`config.mk`:
```
export PLATFORM = sky130hd
export DESIGN_NAME = sliding_window_average_flat
export DESIGN_NICKNAME = d
export VERILOG_FILES = /design/src/swa_pkg.sv /design/src/swa_if.sv /design/src/swa_cell.sv /design/src/swa_divider.sv /design/src/sliding_window_average.sv /design/src/flat_wrapper.sv
export SDC_FILE = /design/constraint.sdc
export NUM_CORES = 2
export LEC_CHECK = 0
export BUFFER_PORTS_ARGS = -buffer_cell sky130_fd_sc_hd__buf_2
export CAP_MARGIN = 15
export CORE_ASPECT_RATIO = 2
export CORE_MARGIN = 2
export CORE_UTILIZATION = 60
export CTS_BUF_LIST = sky130_fd_sc_hd__clkbuf_16
export CTS_CLUSTER_DIAMETER = 80
export DETAILED_ROUTE_END_ITERATION = 8
export PLACE_DENSITY_LB_ADDON = 0.1
export SETUP_SLACK_MARGIN = 0.1
export SLEW_MARGIN = 25
export SYNTH_ARGS = -nofsm -noshare
export SYNTH_HDL_FRONTEND = slang
export SYNTH_SLANG_ARGS = --single-unit
```
`constraint.sdc`:
```
create_clock -name clock -period 15.64 [get_ports clock]
set_input_delay 0.782 -clock clock [delete_from_list [all_inputs] [get_ports clock]]
set_output_delay 0.782 -clock clock [all_outputs]
set_load 0.05 [all_outputs]
```
`src/swa_pkg.sv`:
```
// shared constants and types for the sliding window average block
package swa_pkg;

   localparam int WINDOW_DEPTH = 32;
   localparam int SAMPLE_W = 16;
   localparam int LEN_W = 6;
   localparam int IDX_W = $clog2(WINDOW_DEPTH);
   localparam int EFF_W = $clog2(WINDOW_DEPTH + 1);
   localparam int CMP_W = (EFF_W > LEN_W) ? EFF_W : LEN_W;
   localparam int SUM_W = SAMPLE_W + $clog2(WINDOW_DEPTH);
   localparam int CNT_W = $clog2(SUM_W + 1);
   localparam logic [LEN_W-1:0] LEN_RESET = LEN_W'(32);

   typedef logic signed [SAMPLE_W-1:0] sample_type;
   typedef logic signed [SUM_W-1:0] sum_type;

   typedef struct packed {
      logic valid;
      sum_type psum;
   } wave_type;

endpackage

```
`src/swa_if.sv`:
```
// valid/ready channel interfaces for samples and means
interface swa_req_if;
   logic valid;
   logic ready;
   swa_pkg::sample_type sample;

   modport source (output valid, output sample, input ready);
   modport sink (input valid, input sample, output ready);
endinterface

interface swa_rsp_if;
   logic valid;
   logic ready;
   swa_pkg::sample_type mean;

   modport source (output valid, output mean, input ready);
   modport sink (input valid, input mean, output ready);
endinterface

```
`src/swa_cell.sv`:
```
// one window cell: holds a sample and adds it to the passing partial sum when its index >= threshold
module swa_cell (
   input  logic clock,
   input  logic reset,
   input  logic shift_en,
   input  swa_pkg::sample_type sample_prev,
   output swa_pkg::sample_type sample_out,
   input  logic [swa_pkg::IDX_W-1:0] index,
   input  logic [swa_pkg::IDX_W-1:0] threshold,
   input  swa_pkg::wave_type wave_prev,
   output swa_pkg::wave_type wave_out
);

   swa_pkg::sample_type sample_ff, sample_in;
   logic valid_ff, valid_in;
   swa_pkg::sum_type psum_ff, psum_in;
   swa_pkg::sum_type addend;

   always_comb begin
      sample_in = shift_en ? sample_prev : sample_ff;
      addend = (index >= threshold) ? swa_pkg::SUM_W'(sample_ff) : '0;
      valid_in = wave_prev.valid;
      psum_in = wave_prev.valid ? (wave_prev.psum + addend) : psum_ff;
   end

   always_ff @(posedge clock) begin
      if (reset) begin
         sample_ff <= '0;
         valid_ff <= 1'b0;
      end else begin
         sample_ff <= sample_in;
         valid_ff <= valid_in;
      end
      psum_ff <= psum_in;
   end

   assign sample_out = sample_ff;
   assign wave_out.valid = valid_ff;
   assign wave_out.psum = psum_ff;

endmodule

```
`src/swa_divider.sv`:
```
// serial restoring divider, one quotient bit per cycle, truncates toward zero
module swa_divider (
   input  logic clock,
   input  logic reset,
   input  logic start,
   input  swa_pkg::sum_type dividend,
   input  logic [swa_pkg::EFF_W-1:0] divisor,
   output logic done,
   output swa_pkg::sample_type quotient
);

   logic busy_ff, busy_in;
   logic done_ff, done_in;
   logic [swa_pkg::CNT_W-1:0] count_ff, count_in;
   logic neg_ff, neg_in;
   logic [swa_pkg::SUM_W-1:0] quo_ff, quo_in;
   logic [swa_pkg::EFF_W-1:0] rem_ff, rem_in;
   logic [swa_pkg::EFF_W-1:0] div_ff, div_in;
   logic [swa_pkg::EFF_W:0] rem_shift;
   logic [swa_pkg::EFF_W:0] rem_trial;
   logic [swa_pkg::SUM_W-1:0] quo_signed;

   always_comb begin
      busy_in = busy_ff;
      done_in = 1'b0;
      count_in = count_ff;
      neg_in = neg_ff;
      quo_in = quo_ff;
      rem_in = rem_ff;
      div_in = div_ff;
      rem_shift = {rem_ff, quo_ff[swa_pkg::SUM_W-1]};
      rem_trial = rem_shift - {1'b0, div_ff};
      if (start) begin
         busy_in = 1'b1;
         count_in = swa_pkg::CNT_W'(swa_pkg::SUM_W);
         neg_in = dividend[swa_pkg::SUM_W-1];
         quo_in = dividend[swa_pkg::SUM_W-1] ? (-dividend) : dividend;
         rem_in = '0;
         div_in = divisor;
      end else if (busy_ff) begin
         if (rem_shift >= {1'b0, div_ff}) begin
            rem_in = rem_trial[swa_pkg::EFF_W-1:0];
            quo_in = {quo_ff[swa_pkg::SUM_W-2:0], 1'b1};
         end else begin
            rem_in = rem_shift[swa_pkg::EFF_W-1:0];
            quo_in = {quo_ff[swa_pkg::SUM_W-2:0], 1'b0};
         end
         count_in = count_ff - swa_pkg::CNT_W'(1);
         if (count_ff == swa_pkg::CNT_W'(1)) begin
            busy_in = 1'b0;
            done_in = 1'b1;
         end
      end
   end

   always_ff @(posedge clock) begin
      if (reset) begin
         busy_ff <= 1'b0;
         done_ff <= 1'b0;
      end else begin
         busy_ff <= busy_in;
         done_ff <= done_in;
      end
      count_ff <= count_in;
      neg_ff <= neg_in;
      quo_ff <= quo_in;
      rem_ff <= rem_in;
      div_ff <= div_in;
   end

   assign quo_signed = neg_ff ? (-quo_ff) : quo_ff;
   assign quotient = quo_signed[swa_pkg::SAMPLE_W-1:0];
   assign done = done_ff;

endmodule

```
`src/sliding_window_average.sv`:
```
// top level of the sliding window average: cell chain, divider and control
//
//   channel   dir   transfer when        payload
//   req_if    in    valid && ready       sample  (signed 16)
//   rsp_if    out   valid && ready       mean    (signed 16)
//   csr       in    csr_wr_en            csr_wr_data (window length, 6 bits)
//
// a mean passes from its sample transfer through the start register, the cell chain and
// the divider into the output register, and only then is the next sample taken: the partial
// sum walks the cell chain one cell a cycle, then the divider gives a bit a cycle
// reset clears the window to zero and sets the window length to 32
// a new sample is taken while the previous mean still waits in the output register
// a stalled result holds in the divider until the output register is free
module sliding_window_average (
   input  logic clock,
   input  logic reset,
   swa_req_if.sink req_if,
   swa_rsp_if.source rsp_if,
   input  logic csr_wr_en,
   input  logic [swa_pkg::LEN_W-1:0] csr_wr_data
);

   typedef enum logic [1:0] {
      ST_IDLE,
      ST_SUM,
      ST_DIV,
      ST_HOLD
   } state_type;

   state_type state_ff, state_in;
   logic start_ff, start_in;
   logic rsp_valid_ff, rsp_valid_in;
   swa_pkg::sample_type mean_ff, mean_in;
   logic [swa_pkg::LEN_W-1:0] len_ff, len_in;

   logic accept;
   logic div_start;
   logic div_done;
   logic slot_free;
   swa_pkg::sample_type div_quotient;
   logic [swa_pkg::CMP_W-1:0] len_wide;
   logic [swa_pkg::CMP_W-1:0] eff_wide;
   logic [swa_pkg::CMP_W-1:0] thr_wide;
   logic [swa_pkg::EFF_W-1:0] eff_len;
   logic [swa_pkg::IDX_W-1:0] threshold;

   swa_pkg::sample_type sample_q [swa_pkg::WINDOW_DEPTH];
   swa_pkg::wave_type wave [swa_pkg::WINDOW_DEPTH+1];

   // effective length, clamped to one .. depth
   always_comb begin
      len_wide = swa_pkg::CMP_W'(len_ff);
      if (len_wide == '0) begin
         eff_wide = swa_pkg::CMP_W'(1);
      end else if (len_wide > swa_pkg::CMP_W'(swa_pkg::WINDOW_DEPTH)) begin
         eff_wide = swa_pkg::CMP_W'(swa_pkg::WINDOW_DEPTH);
      end else begin
         eff_wide = len_wide;
      end
      thr_wide = swa_pkg::CMP_W'(swa_pkg::WINDOW_DEPTH) - eff_wide;
      eff_len = eff_wide[swa_pkg::EFF_W-1:0];
      threshold = thr_wide[swa_pkg::IDX_W-1:0];
   end

   assign req_if.ready = (state_ff == ST_IDLE);
   assign accept = req_if.valid && req_if.ready;
   assign wave[0].valid = start_ff;
   assign wave[0].psum = '0;

   for (genvar i = 0; i < swa_pkg::WINDOW_DEPTH; i++) begin : g_cell
      swa_pkg::sample_type sample_prev;
      if (i == swa_pkg::WINDOW_DEPTH - 1) begin : g_head
         assign sample_prev = req_if.sample;
      end else begin : g_body
         assign sample_prev = sample_q[i+1];
      end
      swa_cell u_cell (
         .clock       (clock),
         .reset       (reset),
         .shift_en    (accept),
         .sample_prev (sample_prev),
         .sample_out  (sample_q[i]),
         .index       (swa_pkg::IDX_W'(i)),
         .threshold   (threshold),
         .wave_prev   (wave[i]),
         .wave_out    (wave[i+1])
      );
   end

   assign div_start = (state_ff == ST_SUM) && wave[swa_pkg::WINDOW_DEPTH].valid;

   swa_divider u_divider (
      .clock    (clock),
      .reset    (reset),
      .start    (div_start),
      .dividend (wave[swa_pkg::WINDOW_DEPTH].psum),
      .divisor  (eff_len),
      .done     (div_done),
      .quotient (div_quotient)
   );

   assign slot_free = !rsp_valid_ff || rsp_if.ready;

   always_comb begin
      state_in = state_ff;
      start_in = accept;
      rsp_valid_in = rsp_valid_ff && !rsp_if.ready;
      mean_in = mean_ff;
      len_in = csr_wr_en ? csr_wr_data : len_ff;
      case (state_ff)
         ST_IDLE: begin
            if (accept) begin
               state_in = ST_SUM;
            end
         end
         ST_SUM: begin
            if (div_start) begin
               state_in = ST_DIV;
            end
         end
         ST_DIV: begin
            if (div_done) begin
               if (slot_free) begin
                  rsp_valid_in = 1'b1;
                  mean_in = div_quotient;
                  state_in = ST_IDLE;
               end else begin
                  state_in = ST_HOLD;
               end
            end
         end
         ST_HOLD: begin
            if (slot_free) begin
               rsp_valid_in = 1'b1;
               mean_in = div_quotient;
               state_in = ST_IDLE;
            end
         end
         default: begin
            state_in = ST_IDLE;
         end
      endcase
   end

   always_ff @(posedge clock) begin
      if (reset) begin
         state_ff <= ST_IDLE;
         start_ff <= 1'b0;
         rsp_valid_ff <= 1'b0;
         len_ff <= swa_pkg::LEN_RESET;
      end else begin
         state_ff <= state_in;
         start_ff <= start_in;
         rsp_valid_ff <= rsp_valid_in;
         len_ff <= len_in;
      end
      mean_ff <= mean_in;
   end

   assign rsp_if.valid = rsp_valid_ff;
   assign rsp_if.mean = mean_ff;

endmodule

```
`src/flat_wrapper.sv`:
```
// flat-port wrapper written by rule: the top's interface ports become plain ports
module sliding_window_average_flat 
  (clock, reset, csr_wr_en, csr_wr_data, req_if_valid, req_if_sample, req_if_ready, rsp_if_valid, rsp_if_mean, rsp_if_ready);
  swa_req_if req_if_i ();
  swa_rsp_if rsp_if_i ();
  input  logic clock;
  input  logic reset;
  input  logic csr_wr_en;
  input  logic [swa_pkg::LEN_W-1:0] csr_wr_data;
  input wire logic [$bits(req_if_i.valid)-1:0] req_if_valid;
  input wire logic [$bits(req_if_i.sample)-1:0] req_if_sample;
  output wire logic [$bits(req_if_i.ready)-1:0] req_if_ready;
  output wire logic [$bits(rsp_if_i.valid)-1:0] rsp_if_valid;
  output wire logic [$bits(rsp_if_i.mean)-1:0] rsp_if_mean;
  input wire logic [$bits(rsp_if_i.ready)-1:0] rsp_if_ready;
  assign req_if_i.valid = req_if_valid;
  assign req_if_i.sample = req_if_sample;
  assign req_if_ready = req_if_i.ready;
  assign rsp_if_valid = rsp_if_i.valid;
  assign rsp_if_mean = rsp_if_i.mean;
  assign rsp_if_i.ready = rsp_if_ready;
  sliding_window_average u_core (.clock(clock), .reset(reset), .req_if(req_if_i), .rsp_if(rsp_if_i), .csr_wr_en(csr_wr_en), .csr_wr_data(csr_wr_data));
endmodule
```
==> summary.md <==
| Metric | Value |
|---|---|
| Outcome | `finished clean` |
| Synth async-reset ratio | `0` |
| Root Driver | `clkbuf_16` |
| Worst Skew | `0.0268 ns` |
| Area of the multi-input gates | `37400 µm²` |
| Final Hold Fails | `0` |
| First-pass GRT wire length | `269000 µm` |
| Number of fillers in the final layout | `9555` |
| Num ports | `45` |
| Pin count of the biggest net entering global routing | `209` |
| Post-cts repair resize count | `0` |
| Hold Crit Depth | `3` |
| CTS tree | `built` |
| Cell count after synthesis | `7417` |
| GR Overflow Total | `0` |
| # DRC | `0` |
| Clock sinks | `1278` |
| WP data arrival | `6.83 ns` |
| FF-to-FF setup slack | `9.31 ns` |
| Setup bufs post-CTS | `0` |
| Fmax | `158 MHz` |
| Longest Clk Path Bufs | `3` |
| Synthesis Warnings | `0` |
| TritonRoute pass-1 iters | `5` |
| Fin. max-slew vios | `0` |
| #FFs+latches synth | `1278` |
| Starting Density | `0.602` |
| Worst slew pin tran | `1.04 ns` |
| Critical Path RT | `16.13 ns` |
| Routed WL | `166000 µm` |
| Worst IR Drop VDD | `0.0976 mV` |
| Port Buffers | `44` |
| Antenna-violating nets left | `0` |
| Syn_area_per_cell | `9.62 µm²` |
| Depth of the most critical reg-to-reg path | `21` |
| Synth Cell Area | `71400 µm²` |
| Startpoint types | `flop` |
| Final core utilization | `0.650` |
| Max H-tree Level | `3` |
| WL/cell | `18.4 µm` |
| Setup slack after layout | `9.31 ns` |
| Total track usage | `0.271` |
| Share of the synthesized area in the top cell type | `0.299` |
| DIE WIDTH | `248 µm` |
| Iteration-0 DRC Markers | `3107` |
| Final instance area | `77000 µm²` |
| Area Growth Syn to Fin | `7.91%` |
| Vias per cell | `5.91` |
| Clk_lat worst skew | `0.74 ns` |
| Endpoint type of the worst setup path | `flop` |
| Antenna violations before repair | `5` |
| Critical path depth in cells | `21` |
| EDFF count, synth | `711` |
| Clock buffers created by TritonCTS | `114` |
| Yosys cell types | `85` |
| Worst Setup Slack post-DPL | `9.33 ns` |
| Area after DPL | `73000 µm²` |
| Finish-stage setup viols | `0` |
| Vias | `53300` |
| Leak pwr | `30.4 nW` |
| FP Rows | `179` |
| Max transition margin | `0.307` |
| Worst-path clk slew | `0.07 ns` |
| Final setup TNS | `0 ns` |
| Hold slack final | `0.285 ns` |
| RSZ-0062 raised after global routing | `false` |
| Core ar. | `118000 µm²` |
| Register area | `32700 µm²` |
| Die ar. | `122000 µm²` |
| Final nets | `8063` |
| Vias in the first global route | `53600` |
| Hold crit path type | `primary input to flop` |
| CP max FO | `16` |
| Die extent in y | `492 µm` |
| Min-delay src | `req_if_sample[8]` |
| Hold endpoint | `u_core.g_cell[31].u_cell.sample_out[8]$_SDFFE_PP0P_` |
| Top FF cell, synth | `edfxtp_1` |
| Power Density | `87.8 nW/µm²` |
| Area contributors post-synth | `edfxtp_1, dfxtp_1, ha_1` |
| CP max stage delay | `0.67 ns` |
| Number of max-cap violations | `0` |
| Worst path bufs/invs | `1` |
| Slowest CP cell | `a2111oi_0` |
| Syn Nets | `8105` |
| Detailed placement HPWL | `118000 µm` |
| CP Class | `flop to flop` |
| Critical-path cell list | `nor3_1 > a21oi_1 > nor2_1 > inv_1 > ha_1 > nor3b_1 > o21a_1 > and2_0 > nand2_1 > and2_1 > ha_1 > fa_1 > nand3_1 > a31oi_1 > a311o_1 > nand3_1 > a31oi_1 > and4_1 > a2111oi_0 > a21oi_1 > xnor2_1` |
| Area leader, netlist | `edfxtp_1` |
| Family with the most delay on the worst path | `compound AO/OA/AOI/OAI gates` |
| Placer Congestion | `0.898` |
| Cts hold-fix bufs | `0` |
| Period utilization | `0.405` |
| Crit Reg-Reg Endpoint | `u_core.g_cell[29].u_cell.psum_ff[20]$_DFFE_PP_` |
| Share of post-route cells with drive strength above 1 | `0.0457` |
| Reg-to-Reg Start | `u_core.len_ff[2]$_SDFFE_PP0P_` |
| Post-layout minimum cycle time | `6.33 ns` |
| Seq/Total Area, Yosys | `0.458` |
cells by family (layout without fill, tap and decap cells):
group,after synthesis,in the layout,share of synthesized area
buffers and inverters,355,415,0.0187
AND/OR/NAND/NOR,2788,2788,0.181
XOR/XNOR,582,582,0.0714
other,0,2,0
AO/OA/AOI/OAI,1745,1745,0.150
flip-flops,1278,1278,0.458
multiplexers,8,8,0.00112
adder cells (fa/ha/maj),661,661,0.119
layout by cell type (no fill, tap or decap), drive strengths merged, types with 38 or more instances in the layout:
master	netlist	final
or3	54	54
and2	428	428
nand2b	57	57
nand2	1258	1258
and3	63	63
clkbuf	210	127
xnor2	442	442
nor2b	155	155
a21oi	862	862
o21ai	236	236
dfxtp	567	567
nand3	109	109
edfxtp	711	711
nor2	450	450
inv	127	164
xor2	140	140
a21o	142	142
nor3	137	137
ha	629	629
clkinv	1	38
a211oi	81	81
o21bai	58	58
buf	17	69
o21a	113	113
synth_stat cells, types with 32 or more instances:
master	instances
a21o_1	142
xnor2_1	442
nand2_1	1258
dfxtp_1	567
clkbuf_1	210
o21ai_0	205
o21a_1	112
a31oi_1	34
a21oi_1	858
fa_1	32
nand3_1	109
ha_1	629
and3_1	62
and2_1	427
nor2b_1	155
edfxtp_1	711
or3_1	52
nor3_1	136
xor2_1	140
a211oi_1	81
o21bai_1	58
nand2b_1	57
inv_1	127
nor2_1	450
final cells by class:
class / count / area share
multi-input cells: 5784 / 0.486
flip-flops and latches: 1278 / 0.425
clock buffers: 127 / 0.0413
well taps: 1538 / 0.0250
clock inverters: 91 / 0.0104
inverters: 128 / 0.00624
repair buffers: 69 / 0.00617
diodes: 2 / 0.0000650
registers in the layout (all words and copies together), names as in the netlist, 6 cells and up:
name	flops
u_core.g_cell.u_cell.valid_ff	32
u_core.u_divider.quo_ff	21
u_core.u_divider.div_ff	6
u_core.g_cell.u_cell.sample_out	512
u_core.u_divider.rem_ff	6
u_core.len_ff	6
u_core.g_cell.u_cell.psum_ff	667
u_core.rsp_if.mean	16
stage by stage:
| step | total power, mW | cells |
|---|---|---|
| floorplan | 3.75 | 7417 |
| global placement | 3.83 | 8797 |
| detailed placement | 3.83 | 8797 |
| CTS | 6.81 | 9015 |
| global route | 6.95 | 9016 |
| finish | 6.76 | 9017 |
where the power goes:
group | internal, mW | total [mW] | switching [mW]
combinational | 0.0444 | 0.226 | 0.182
sequential | 3.52 | 3.53 | 0.0124
clock | 1.69 | 3.00 | 1.31
total | 5.25 | 6.76 | 1.51
how the worst max path moves through the flow:
stage                                  startpoint                                             end  slack (ns)
floorplan           u_core.len_ff[2]$_SDFFE_PP0P_  u_core.g_cell[18].u_cell.psum_ff[20]$_DFFE_PP_       10.57
global placement    u_core.len_ff[2]$_SDFFE_PP0P_  u_core.g_cell[28].u_cell.psum_ff[18]$_DFFE_PP_        9.49
detailed placement  u_core.len_ff[2]$_SDFFE_PP0P_  u_core.g_cell[22].u_cell.psum_ff[20]$_DFFE_PP_        9.33
CTS                 u_core.len_ff[2]$_SDFFE_PP0P_  u_core.g_cell[22].u_cell.psum_ff[20]$_DFFE_PP_        9.30
global route        u_core.len_ff[2]$_SDFFE_PP0P_  u_core.g_cell[25].u_cell.psum_ff[20]$_DFFE_PP_        8.74
finish              u_core.len_ff[2]$_SDFFE_PP0P_  u_core.g_cell[29].u_cell.psum_ff[20]$_DFFE_PP_        9.31
metal layers:
metal	GRT usage	routed length, µm	vias to the layer above
met4	0.0975	5400	0
met1	0.345	72500	25800
met5	0	0	-
met3	0.0294	5770	282
li1	-	-	26200
met2	0.472	82200	996
worst min-delay path, stage by stage:
cell     delay [ns]
buf_2          0.10
nand2_1        0.05
a21oi_1        0.05
Power figures use the tool's default switching activity.
